<file path="src/sv/psrl_pkg.sv">
`timescale 1ns / 1ps
// ----------------------------------------------------------------------------
// psrl_pkg
// shared types, constants and codes of the srrip / lru replacement block
// ----------------------------------------------------------------------------
package psrl_pkg;

    // default geometry
    localparam int NUM_SETS_DEF  = 2048;
    localparam int NUM_WAYS_DEF  = 16;
    localparam int RRPV_BITS_DEF = 2;

    // fixed field widths
    localparam int SET_IN_W   = 11;
    localparam int ADDR_W     = 48;
    localparam int STRIDE_W   = 49;
    localparam int CNT_W      = 16;
    localparam int THR_W      = 8;
    localparam int WARM_W     = 3;
    localparam int PTR_W      = 2;
    localparam int HIST_LEN   = 4;
    localparam int STRIDE_LEN = 3;
    localparam int CFG_IDX_W  = 2;
    localparam int CFG_DATA_W = 16;

    localparam logic [WARM_W-1:0] WARM_MAX = 3'd5;
    localparam logic [CNT_W-1:0]  CNT_MAX  = '1;

    // configuration reset values
    localparam logic [CNT_W-1:0] PERIOD_RST = 16'd512;
    localparam logic [CNT_W-1:0] TOL_RST    = 16'd64;
    localparam logic [THR_W-1:0] THR_RST    = 8'd64;

    // configuration register indexes
    localparam logic [CFG_IDX_W-1:0] REG_PHASE_PERIOD = 2'd0;
    localparam logic [CFG_IDX_W-1:0] REG_STRIDE_TOL   = 2'd1;
    localparam logic [CFG_IDX_W-1:0] REG_HIT_THR      = 2'd2;

    // command and mode codes
    localparam logic CMD_VICTIM = 1'b0;
    localparam logic CMD_UPDATE = 1'b1;
    localparam logic MODE_SRRIP = 1'b0;
    localparam logic MODE_LRU   = 1'b1;

    typedef enum logic [2:0] {
        ST_CLEAR,
        ST_IDLE,
        ST_QUOT,
        ST_MOD,
        ST_EXEC1,
        ST_EXEC2,
        ST_EXEC3,
        ST_WRITE
    } state_t;

    // per-set statistics and history, one memory row
    typedef struct packed {
        logic                                   mode;
        logic [WARM_W-1:0]                      warm;
        logic [CNT_W-1:0]                       pcount;
        logic [CNT_W-1:0]                       phits;
        logic [PTR_W-1:0]                       ptr;
        logic [HIST_LEN-1:0][ADDR_W-1:0]        hist;
        logic [STRIDE_LEN-1:0][STRIDE_W-1:0]    stride;
    } set_stats_t;

    localparam int STATS_W = $bits(set_stats_t);

    typedef struct packed {
        logic clear_we;
        logic accept;
        logic quot;
        logic rd;
        logic exec1;
        logic exec2;
        logic exec3;
        logic write;
    } dp_cmd_t;

    typedef struct packed {
        logic clear_last;
    } dp_status_t;

endpackage

</file>
<file path="src/sv/psrl_ctrl.sv">
`timescale 1ns / 1ps
// ----------------------------------------------------------------------------
// psrl_ctrl
// sequencer: clearing pass, item steps and output register handshake
// ----------------------------------------------------------------------------
module psrl_ctrl (
    input  logic                 clk,
    input  logic                 rst_n,
    input  logic                 in_valid,
    output logic                 in_stall,
    output logic                 out_valid,
    input  logic                 out_stall,
    output psrl_pkg::dp_cmd_t    dp_cmd,
    input  psrl_pkg::dp_status_t dp_status
);
    import psrl_pkg::*;

    state_t state_reg, state_next;
    logic   out_valid_reg, out_valid_next;

    always_ff @(posedge clk or negedge rst_n)
    begin
        if (!rst_n)
        begin
            state_reg     <= ST_CLEAR;
            out_valid_reg <= 1'b0;
        end
        else
        begin
            state_reg     <= state_next;
            out_valid_reg <= out_valid_next;
        end
    end

    always_comb
    begin
        state_next = state_reg;
        dp_cmd     = '0;
        in_stall   = 1'b1;
        unique case (state_reg)
            ST_CLEAR:
            begin
                dp_cmd.clear_we = 1'b1;
                if (dp_status.clear_last)
                begin
                    state_next = ST_IDLE;
                end
            end
            ST_IDLE:
            begin
                in_stall = 1'b0;
                if (in_valid)
                begin
                    dp_cmd.accept = 1'b1;
                    state_next    = ST_QUOT;
                end
            end
            ST_QUOT:
            begin
                dp_cmd.quot = 1'b1;
                state_next  = ST_MOD;
            end
            ST_MOD:
            begin
                dp_cmd.rd  = 1'b1;
                state_next = ST_EXEC1;
            end
            ST_EXEC1:
            begin
                dp_cmd.exec1 = 1'b1;
                state_next   = ST_EXEC2;
            end
            ST_EXEC2:
            begin
                dp_cmd.exec2 = 1'b1;
                state_next   = ST_EXEC3;
            end
            ST_EXEC3:
            begin
                dp_cmd.exec3 = 1'b1;
                state_next   = ST_WRITE;
            end
            ST_WRITE:
            begin
                // wait while the previous result is still held
                if (!(out_valid_reg && out_stall))
                begin
                    dp_cmd.write = 1'b1;
                    state_next   = ST_IDLE;
                end
            end
        endcase
    end

    always_comb
    begin
        out_valid_next = out_valid_reg;
        if (out_valid_reg && !out_stall)
        begin
            out_valid_next = 1'b0;
        end
        if (dp_cmd.write)
        begin
            out_valid_next = 1'b1;
        end
    end

    assign out_valid = out_valid_reg;

endmodule

</file>
<file path="config.mk">
export PLATFORM = sky130hd
export DESIGN_NAME = psrl_ctrl
export DESIGN_NICKNAME = d
export VERILOG_FILES = /design/src/sv/psrl_pkg.sv /design/src/sv/psrl_ctrl.sv
export SDC_FILE = /design/constraint.sdc
export NUM_CORES = 1
export LEC_CHECK = 0
export ABC_AREA = 1
export BUFFER_PORTS_ARGS = -buffer_cell sky130_fd_sc_hd__buf_2
export CELL_PAD_IN_SITES_DETAIL_PLACEMENT = 0
export CELL_PAD_IN_SITES_GLOBAL_PLACEMENT = 1
export CORE_AREA = 4 4 41 43
export CTS_CLUSTER_SIZE = 8
export DETAILED_ROUTE_END_ITERATION = 16
export DIE_AREA = 0 0 45 47
export GPL_TIMING_DRIVEN = 0
export PLACE_DENSITY = 0.57
export SLEW_MARGIN = 40
export SYNTH_ARGS = -nofsm -noshare
export SYNTH_HDL_FRONTEND = slang
export SYNTH_SLANG_ARGS = --single-unit
</file>
<file path="constraint.sdc">
create_clock -name clk -period 2 [get_ports clk]
set_input_delay 0.2 -clock clk [delete_from_list [all_inputs] [get_ports clk]]
set_output_delay 0.2 -clock clk [all_outputs]
set_load 0.03 [all_outputs]
</file>
==> impl_metrics.py, run 1 <==
metrics = {
    "placed_design": {
        "globalplace.congestion": 0.700,
        "dp.cells": 63,
        "dp_hpwl_um": 501,
        "io_buffers": 14,
        "place_ws_ns": 0.735,
        "placedInstanceArea_um2": 332,
    },
    "clock_tree": {
        "clkSlewWorstSetupHoldPaths_ns": 0.04,
        "clk_latency_ns": 0.23,
        "cts_tree": "built",
        "ctsRootBufferMaster": "clkbuf_4",
        "htree_levels": 1,
        "clock_sinks": 4,
        "max-clock-path-buffers": 2,
        "cts_made_buffers": 3,
        "cts_resized": 0,
    },
    "global_route": {
        "overflow": 0,
        "grt_max_degree": 8,
        "grt_use_total_pct": 6.83,
        "antenna_found_initial": 0,
        "grt_pass1_wl_um": 1020,
        "grt_pass1_vias": 260,
    },
    "sta": {
        "hold_violations": 0,
        "finClkSkew_ns": 0.00333,
        "drv_slew": 0,
        "final.min_clock_period_ns": 1.50,
        "whs_ns": 0.205,
        "fin_crit_sh_pct": 75.1,
        "layout_setup_ws_ns": 0.499,
        "relSlewSlack_pct": 85.4,
        "tightest_slew_ns": 0.219,
        "finalSetupTns_ns": 0,
        "setup_violations": 0,
        "rsz0062_at_grt": "no",
        "fmax_ghz": 0.666,
    },
    "floorplan": {
        "die_x_um": 45,
        "die_area_mm2": 0.00212,
        "rows": 13,
        "num_io_pins": 15,
        "dieHeight_um": 47,
        "coreArea_mm2": 0.00130,
        "initial_core_util_pct": 18.7,
    },
    "logic_synthesis": {
        "syn_avg_cell_area_um2": 7.14,
        "synth_edf_count": 0,
        "ys_top_cells_by_count": "6 x nand2_1, 6 x nor2_1, 5 x inv_1",
        "async_reset_ff_share_pct": 100,
        "synth.largest_area_cell": "dfrtp_1",
        "synth_top_area_share_pct": 41.2,
        "yosysSeqAreaShare_pct": 41.2,
        "yosysWarningCount": 0,
        "synth_fp_nets": 39,
        "yosys-top-cells-area": "dfrtp_1 41%, nand2_1 9.3%, nor2_1 9.3%",
        "netlist_instances": 34,
        "synthDistinctLibCells": 12,
        "synth-main-ff-cell": "dfrtp_1",
        "synth_area_um2": 243,
        "ys_ff_latch": 4,
    },
    "worst_setup_path": {
        "crit_type": "register to output port",
        "crit_path_end_kind": "output port",
        "startpoint_type": "register",
        "path_max_fanout": 7,
        "worstPathArrival_ns": 1.30,
        "required_ns": 1.80,
    },
    "final_layout": {
        "post-route-util_pct": 28.0,
        "largest_register_ffs": 3,
        "syn_to_final_growth_pct": 50.0,
        "fin_nets": 59,
        "drive_gt1_share_pct": 36.5,
        "diodes": 0,
        "final_cell_area_um2": 364,
        "final_cells": 67,
    },
    "power_and_ir_drop": {
        "p_leak_nw": 0.212,
        "totalPowerFinal_uw": 698,
        "p_per_area_mw_per_mm2": 1920,
        "irDropWorstVdd_v": 0.000432,
    },
    "drt": {
        "drc": 0,
        "wirelength_um": 611,
        "ant_nets": 0,
        "num_vias": 281,
        "wl_per_cell_um": 9.12,
        "viasPerCell": 4.19,
        "dr.pass1.iters": 2,
        "drt-initial-drc-count": 3,
    },
    "min_path": {
        "hp-class": "input port to register",
    },
    "flow_run": {
        "cap_violations": 0,
    },
    "run_status": {
        "status": "complete, no violations",
    },
}
==> worst max-delay path, cell delays in order, from the launching register on <==
cell and delay, ns:
dfrtp_1 0.45, nand3_2 0.12, a21oi_1 0.19, buf_4 0.13
buf_2 0.18
==> routing by layer <==
layer	GRT usage (%)	vias up	routed length [µm]
li1	-	146	-
met3	2.68	0	49
met5	0	-	0
met2	9.60	7	283
met4	5.26	0	0
met1	8.29	128	277
==> cells in the final DEF (no fill, tap or decap), drive strengths merged <==
cell type and instances:
a21boi 1, dlygate4sd3 1, buf 15, or2 1
nand2 6, nand3b 1, nor2 6, inv 5
clkbuf 3, nor3 3, a21oi 4, nand3 2
dfrtp 4
==> layout make-up <==
cell class | instances | area [µm²]
Buffer | 1 | 7.51
Clock buffer | 3 | 22.5
Fill cell | 161 | 937
Inverter | 5 | 18.8
Multi-Input combinational cell | 24 | 116
Sequential cell | 4 | 100
Tap cell | 15 | 18.8
Timing Repair Buffer | 15 | 80.1
==> power by group <==
| group | total, mW | internal (mW) | leakage, nW | switching, mW |
|---|---|---|---|---|
| sequential | 0.184 | 0.123 | 0.0465 | 0.0609 |
| clock | 0.0998 | 0.0671 | 0.0138 | 0.0327 |
| combinational | 0.414 | 0.128 | 0.152 | 0.286 |
==> path summary, 6_finish.rpt <==
path	end	startpoint	cells past startpoint	slack, ns
worst max-delay path	dp_cmd[0]	state_reg[1]	4	0.50
worst max register to register	state_reg[0]	state_reg[2]	3	0.99
worst min register to register	out_valid	out_valid	2	0.52
max in group asynchronous	state_reg[2]	rst_n	2	1.58
min in group asynchronous	out_valid	rst_n	2	0.30
worst min-delay path	out_valid	out_stall	3	0.20
==> cell families (layout without fill, tap and decap cells) <==
logic type             count (synthesis)  count (layout)  share of synthesized area [%]
AOI/OAI and AO/OA                      5               5                           11.3
buffers and inverters                  6              24                           10.8
DFF                                    4               4                           41.2
and+or+nand+nor                       19              19                           36.6
==> what timing repair did <==
action | CTS | global route
hold buffers | 1 | 0
buffers inserted | 0 | 0
endpoints found under the hold margin | 4 | 0
Note: power is estimated with default switching activity, not from simulation.
==> inputs of run 2 (changes only) <==
Clock period 2 ns to 1.46 ns, I/O delays scaled along.
==> run 2 against run 1 <==
Setup slack lost 0.40 ns; wire length grew 0.16%; sequential cell count is the same; sequential share of layout area shrank 0.19 points; largest cell class unchanged; final cell count is the same; power grew 43%.
==> impl_metrics.py, run 2 (same netlist as run 1, synthesis figures left out) <==
metrics = {
    "run_status": {
        "status": "complete, no violations",
    },
    "global_route": {
        "overflow": 0,
        "grt_max_degree": 8,
        "grt_pass1_vias": 260,
        "grt_pass1_wl_um": 1020,
        "antenna_found_initial": 0,
        "grt_use_total_pct": 6.83,
    },
    "final_layout": {
        "drive_gt1_share_pct": 46.2,
        "layout_common_cells": "12 x buf_2, 6 x nor2_1, 6 x nand2_1",
        "final_common_cell": "buf_2",
        "fin_nets": 59,
        "final_cell_area_um2": 380,
        "fillers": 158,
        "syn_to_final_growth_pct": 56.7,
        "final_cells": 67,
        "diodes": 0,
        "largest_register_ffs": 3,
    },
    "floorplan": {
        "rows": 13,
        "num_io_pins": 15,
        "coreArea_mm2": 0.00130,
        "dieHeight_um": 47,
        "die_area_mm2": 0.00212,
        "die_x_um": 45,
        "initial_core_util_pct": 18.7,
    },
    "worst_setup_path": {
        "crit_type": "register to output port",
        "crit_chain": "nand3_2 -> a21oi_2 -> buf_4 -> buf_2",
        "slowest_stage": "dfrtp_2",
        "crit_path_end_kind": "output port",
        "critical-path-max-stage-delay_ns": 0.43,
        "worstPathArrival_ns": 1.21,
        "required_ns": 1.31,
        "path_max_fanout": 6,
        "startpoint_type": "register",
    },
    "sta": {
        "finClkSkew_ns": 0.00295,
        "setup_violations": 0,
        "finalSetupTns_ns": 0,
        "drv_slew": 0,
        "final.min_clock_period_ns": 1.36,
        "hold_violations": 0,
        "whs_ns": 0.161,
        "rsz0062_at_grt": "no",
        "tightest_slew_ns": 0.147,
        "relSlewSlack_pct": 90.1,
        "fin_crit_sh_pct": 92.9,
        "fmax_ghz": 0.737,
    },
    "clock_tree": {
        "max-clock-path-buffers": 2,
        "clk_latency_ns": 0.23,
        "post-cts-setup-buffers": 0,
        "ctsRootBufferMaster": "clkbuf_4",
        "cts_made_buffers": 3,
        "clkSlewWorstSetupHoldPaths_ns": 0.04,
        "cts_tree": "built",
        "htree_levels": 1,
        "clock_sinks": 4,
    },
    "power_and_ir_drop": {
        "irDropWorstVdd_v": 0.000656,
        "p_per_area_mw_per_mm2": 2630,
        "totalPowerFinal_uw": 999,
        "p_leak_nw": 0.204,
    },
    "drt": {
        "wl_per_cell_um": 9.13,
        "dr.pass1.iters": 2,
        "drc": 0,
        "ant_nets": 0,
        "num_vias": 284,
        "drt-initial-drc-count": 2,
        "wirelength_um": 612,
        "viasPerCell": 4.24,
    },
    "placed_design": {
        "io_buffers": 14,
        "placedInstanceArea_um2": 332,
        "dp.cells": 63,
        "dp_hpwl_um": 501,
        "globalplace.congestion": 0.700,
    },
    "flow_run": {
        "cap_violations": 0,
    },
    "min_path": {
        "hp-class": "input port to register",
    },
}
-- run 2: what timing repair did --
item                       in CTS  in global routing
cloned                          0                  0
resized for setup               2                  5
hold endpoints to repair        4                  0
setup endpoints to repair       1                  3
hold buffers                    1                  0
-- run 2: layout make-up --
cell class | count | area (µm²) | share of cell area (%)
Multi-Input combinational cell | 24 | 120 | 31.6
Sequential cell | 4 | 104 | 27.3
Timing Repair Buffer | 15 | 85.1 | 22.4
Clock buffer | 3 | 22.5 | 5.92
Inverter | 5 | 22.5 | 5.92
Tap cell | 15 | 18.8 | 4.93
Buffer | 1 | 7.51 | 1.97
-- run 2: power by group --
| group | total [mW] | switching (mW) | internal (mW) |
|---|---|---|---|
| Sequential | 0.270 | 0.0929 | 0.177 |
| Clock | 0.137 | 0.0452 | 0.0920 |
| Combinational | 0.591 | 0.396 | 0.195 |
| Total | 0.999 | 0.534 | 0.465 |
-- run 2: per-layer routing --
layer | share of wire [%] | global-route usage [%] | vias up
li1 | - | - | 147
met1 | 44 | 8.29 | 130
met2 | 47 | 9.60 | 7
met3 | 8.2 | 2.68 | 0
met4 | 0 | 5.26 | 0
met5 | 0 | 0 | -
-- run 2: worst max-delay path, delay by kind of cell (launching register included) --
kind / cells / cell delay [ns]
buf+inv: 2 / 0.30
simple gates: 1 / 0.11
flops: 1 / 0.43
compound gates: 1 / 0.14
-- run 2: stage by stage --
stage / util [%] / setup WS [ns]
after CTS: 28.2 / 0.0127
final: 29.2 / 0.103
after global placement: 25.5 / 0.231
after floorplan: - / 0.0332
after global routing: 29.2 / 0.00326
after detailed placement: 25.5 / 0.249
-- run 2: path summary, 6_finish.rpt --
path | from | end | slack, ns | cells past startpoint
min | out_stall | out_valid | 0.16 | 3
max | state_reg[2] | dp_cmd[0] | 0.10 | 4
max in group asynchronous | rst_n | state_reg[2] | 1.08 | 2
min reg2reg | out_valid | out_valid | 0.55 | 2
min in group asynchronous | rst_n | out_valid | 0.25 | 2
max reg2reg | state_reg[2] | state_reg[1] | 0.47 | 4
